`src/hdl/fskt_pkg.sv`:
```
// Shared types, codes and fingerprint hash for the fingerprint slot key table.
`default_nettype none
package fskt_pkg;
  localparam logic [1:0] MODE_INSERT = 2'd0;
  localparam logic [1:0] MODE_UPDATE = 2'd1;
  localparam logic [1:0] MODE_REMOVE = 2'd2;
  localparam logic [1:0] MODE_LOOKUP = 2'd3;

  localparam logic [1:0] ST_OK      = 2'd0;
  localparam logic [1:0] ST_EXISTS  = 2'd1;
  localparam logic [1:0] ST_MISSING = 2'd2;
  localparam logic [1:0] ST_FULL    = 2'd3;

  // Request as it travels down the cell row.
  typedef struct packed {
    logic [1:0]  mode;
    logic [63:0] key;
    logic [63:0] data;
    logic [7:0]  fp;
  } req_t;

  // Search status carried along the row with the request.
  typedef struct packed {
    logic        hit;
    logic        free;
    logic [7:0]  hit_idx;
    logic [7:0]  free_idx;
    logic [63:0] hit_val;
    logic [8:0]  count;
  } srch_t;

  // Write command broadcast back to the cells.
  typedef struct packed {
    logic        en;
    logic        set_valid;
    logic        clr_valid;
    logic        wr_entry;
    logic        wr_val;
    logic [7:0]  idx;
  } wcmd_t;

  function automatic logic [63:0] hash_a(input logic [63:0] k);
    logic [63:0] t;
    t = (~k) + (k << 18);
    t = t ^ (t >> 31);
    t = t + (t << 2) + (t << 4);
    return t;
  endfunction

  function automatic logic [7:0] hash_b(input logic [63:0] k);
    logic [63:0] t;
    t = k ^ (k >> 11);
    t = t + (t << 6);
    t = t ^ (t >> 22);
    return t[7:0];
  endfunction
endpackage
`default_nettype wire

```
`src/hdl/fskt_cell.sv`:
```
// One slot cell: holds valid, fingerprint, key and value, updates the passing search.
`default_nettype none
module fskt_cell import fskt_pkg::*; #(
  parameter logic [7:0] Idx = 8'd0
) (
  input  wire logic  clk_i,
  input  wire logic  rst_ni,
  input  wire logic  vld_i,
  input  wire req_t  req_i,
  input  wire srch_t srch_i,
  input  wire wcmd_t wcmd_i,
  output logic       vld_o,
  output req_t       req_o,
  output srch_t      srch_o
);
  logic        valid_q;
  logic [7:0]  fp_q;
  logic [63:0] key_q, val_q;
  logic        match;
  srch_t       srch_d;

  assign match = valid_q && fp_q == req_i.fp && key_q == req_i.key;

  always_comb begin
    srch_d = srch_i;
    if (valid_q) srch_d.count = srch_i.count + 9'd1;
    if (match && !srch_i.hit) begin
      srch_d.hit     = 1'b1;
      srch_d.hit_idx = Idx;
      srch_d.hit_val = val_q;
    end
    if (!valid_q && !srch_i.free) begin
      srch_d.free     = 1'b1;
      srch_d.free_idx = Idx;
    end
  end

  always_ff @(posedge clk_i or negedge rst_ni) begin
    if (!rst_ni) begin
      valid_q <= 1'b0;
      vld_o   <= 1'b0;
    end else begin
      vld_o <= vld_i;
      if (wcmd_i.en && wcmd_i.idx == Idx) begin
        if (wcmd_i.set_valid) valid_q <= 1'b1;
        if (wcmd_i.clr_valid) valid_q <= 1'b0;
      end
    end
  end

  always_ff @(posedge clk_i) begin
    req_o  <= req_i;
    srch_o <= srch_d;
    if (wcmd_i.en && wcmd_i.idx == Idx) begin
      if (wcmd_i.wr_entry) begin
        fp_q  <= req_i.fp;
        key_q <= req_i.key;
      end
      if (wcmd_i.wr_val) val_q <= req_i.data;
    end
  end
endmodule
`default_nettype wire

```
`config.mk`:
```
export PLATFORM = sky130hd
export DESIGN_NAME = fskt_cell
export DESIGN_NICKNAME = d
export VERILOG_FILES = /design/src/hdl/fskt_pkg.sv /design/src/hdl/fskt_cell.sv
export SDC_FILE = /design/constraint.sdc
export NUM_CORES = 1
export LEC_CHECK = 0
export ABC_AREA = 0
export BUFFER_PORTS_ARGS = -buffer_cell sky130_fd_sc_hd__buf_2
export CAP_MARGIN = 20
export CORE_ASPECT_RATIO = 0.5
export CORE_UTILIZATION = 42
export CTS_CLUSTER_DIAMETER = 30
export DETAILED_ROUTE_END_ITERATION = 8
export PLACE_DENSITY = 0.84
export SETUP_SLACK_MARGIN = 0.02
export SLEW_MARGIN = 20
export SYNTH_ARGS = -nofsm -noshare
export SYNTH_HDL_FRONTEND = slang
export SYNTH_SLANG_ARGS = --single-unit
```
`constraint.sdc`:
```
create_clock -name clk_i -period 2.1 [get_ports clk_i]
set_input_delay 0.42 -clock clk_i [delete_from_list [all_inputs] [get_ports clk_i]]
set_output_delay 0.42 -clock clk_i [all_outputs]
set_load 0.005 [all_outputs]
```
==> results.md <==
* P per Cell Area at 978 mW/mm^2
* WL per Instance at 19.5 um
* Hold/Removal Path Class: input pin to register
* Worst path slowest cell: or4_4
* Worst-path clk slew at 0.07 ns
* Skew final at 0.0190 ns
* Die area at 0.0268 mm^2
* Clock Path Buffers at 3
* Nature of the critical path endpoint: register
* Power share of the sequential group at 49.3%
* Int Pwr at 12.2 mW
* LEAKAGE at 7.20 nW
* Die width at 230 um
* Max Fclk at 391 MHz
* Share of cells above drive strength 1 at 55.0%
* Starting Density at 43.1%
* Sequential area share after synthesis at 79.6%
* EDFF count, synth at 136
* Status: complete, but fails checks
* Slew Limit Fails at 0
* Drt total wl at 30900 um
* Core Util, Final at 62.6%
* First DRT Iteration DRCs at 381
* Fin nets at 1454
* Final hold vios at 0
* Synth warn at 0
* Kind of cell adding the most delay to the critical path: simple AND/OR/NAND/NOR gates
* Port Buffers at 474
* Area share of the largest cell type after synthesis at 41.9%
* Hold Slack at 0.0230 ns
* Mapped Area at 0.0110 mm^2
* CTS tree: yes
* Fillcell total at 1837
* CP max stage delay at 0.54 ns
* # setup viols final at 73
* Synth-to-Final Area Change at 45.2%
* Clock share of power at 44.5%
* Clk sinks at 367
* ANT nets after route at 0
* Startpoint Class: register
* Syn Area/Cell at 18.3 um^2
* Ys flop type: dfxtp_1
* Row count at 41
* GR Util All Layers at 21.5%
* Detailed Place HPWL at 22800 um
* Post-synthesis sequential element count at 367
* Critical path data required time at 2.50 ns
* Number of CTS-inserted buffers at 39
* Fin cells at 1586
* CP Max Fanout at 41
* Post-synth ARST share at 0.545%
* Via count at 7294
* Final WS setup at -0.460 ns
* Failing checks: setup timing
* Crit path cell chain: xnor2_1 -> nand4_1 -> nor4_2 -> buf_4 -> nand4_1 -> or4_4 -> buf_12 -> mux2_4
* Setup WS pre-CTS at -0.762 ns
* Crit path buf inv count at 2
* Crit Path Category: register to register
* Grt ovf at 0
* Die H at 116 um
* Maximum VDD drop at 531 uV
* Via/cell ratio at 4.60
* Setup TNS at -27.49 ns
* Pre-antenna DRT Iters at 7
* DRC Markers at 0
* Largest net degree at the start of global routing at 42
* Core region area at 0.0254 mm^2
* RSZ-0062 raised after global routing: yes
* Total net switching power at 3.38 mW
* Clock root cell: clkbuf_16
* WP data arrival at 2.96 ns
* Vias in the first global route at 7369
* Dpl cells at 1476
* Syn Nets at 844
* First-pass GRT wire length at 42700 um
* RD Place Congestion at 0.907
* Switch share at 21.8%
* Synth area leaders: dfxtp_1 42%, edfxtp_1 37%, mux2_4 8.4%
* Area leader, netlist: dfxtp_1
* H-tree lvl count at 2
* Slew @ Worst Pin at 0.539 ns
* Final worst-path cycle share at 122%
* Worst-skew pair later-pin latency at 0.53 ns
* Fin crit period at 2.56 ns
* Netlist cell types at 32
* Initial antenna violation count at 4
* Slew HR at 63.9%
* CP most frequent cell: nand4_1
* Io pins at 475
* Comb pwr share at 6.2%
* MaxCap Viol Count at 0
* Synth Instances at 598
registers in the layout, indices dropped and copies added (netlist names):
signal,cells
key_q,64
srch_o,91
req_o,138
vld_o,1
fp_q,8
valid_q,1
val_q,64
power by group through the flow:
stage | registers (mW) | clock network [mW] | logic [mW]
finish | 7.68 | 6.92 | 0.959
global route | 7.69 | 7.33 | 1.02
CTS | 7.68 | 7.03 | 0.956
detailed placement | 7.83 | 0 | 0.893
global placement | 7.82 | 0 | 0.864
floorplan | 7.86 | 0 | 0.177
layout make-up:
type,instances,area [um^2],share of cell area [%]
clock inverter,23,229,1.44
timing repair buffer,578,3320,20.9
multi-input combinational,206,2050,12.9
sequential,367,8720,54.8
antenna,3,7.51,0.0472
tap,344,430,2.71
inverter,16,60.1,0.378
clock buffer,49,1090,6.83
per-stage QoR:
stage	power, mW	cell area (um^2)
global placement	8.68	14200
global route	16.0	15900
finish	15.6	15900
CTS	15.7	15900
detailed placement	8.72	14200
floorplan	8.04	11000
layer usage:
layer	track usage, %	vias to the layer above	share of wire [%]
li1	-	3348	-
met1	25.6	3644	39
met2	39.3	244	54
met3	4.44	56	4.3
met4	7.24	2	2.3
met5	0	-	0.042
cell usage after synthesis (all sizes together), types with 2 or more instances:
cell type / number
dfxtp: 229
edfxtp: 136
mux2: 65
xnor2: 46
xor2: 19
inv: 16
nand4: 16
and2: 10
nor4: 10
buf: 9
nor2b: 8
nand2: 4
o22ai: 4
o2bb2ai: 4
a22o: 3
a21oi: 2
and3: 2
dfrtp: 2
nand2b: 2
nor2: 2
path summary, 6_finish.rpt:
path | from | depth (start not counted) | to | slack [ns]
min | req_i[11] | 1 | req_o[11] | 0.02
max reg2reg | key_q[56] | 8 | srch_o[33] | -0.46
max in group asynchronous | rst_ni | 2 | valid_q | 1.76
min in group asynchronous | rst_ni | 2 | vld_o | 0.23
min reg2reg | val_q[7] | 1 | srch_o[16] | 0.46
max | key_q[56] | 8 | srch_o[33] | -0.46
kinds of logic after synthesis:
kind of cell | count (synthesis) | share of synthesized area [%]
flip-flops | 367 | 79.6
XOR/XNOR | 65 | 5.20
multiplexers | 65 | 8.78
AND/OR/NAND/NOR | 58 | 3.21
buffers and inverters | 25 | 1.90
AO/OA/AOI/OAI | 17 | 1.19
adder cells (fa/ha/maj) | 1 | 0.114
repair_timing:
item | in CTS | in global routing
gates resized for setup | 2 | 1
endpoints found under the hold margin | 35 | 1
hold buffers | 34 | 1
endpoints found under the setup margin | 73 | 73
setup buffers | 0 | 0
pin swaps | 1 | 1
cells in the final DEF (no fill, tap or decap), drive strengths merged, types with 2 or more instances in the layout:
cell         synthesis  routed
and3                 2       2
nand2                4       4
and2                10      10
nor2                 2       2
diode                0       3
bufinv               0       2
nor4                10      10
xor2                19      19
mux2                65      65
dfrtp                2       2
clkbuf               0      49
nand4               16      16
nand2b               2       2
o2bb2ai              4       4
clkinvlp             0       2
nor2b                8       8
edfxtp             136     136
a22o                 3       3
inv                 16      27
clkinv               0       8
buf                  9     543
a21oi                2       2
xnor2               46      46
o22ai                4       4
dlygate4sd3          0      35
dfxtp              229     229
(Power assumes the default switching activity.)
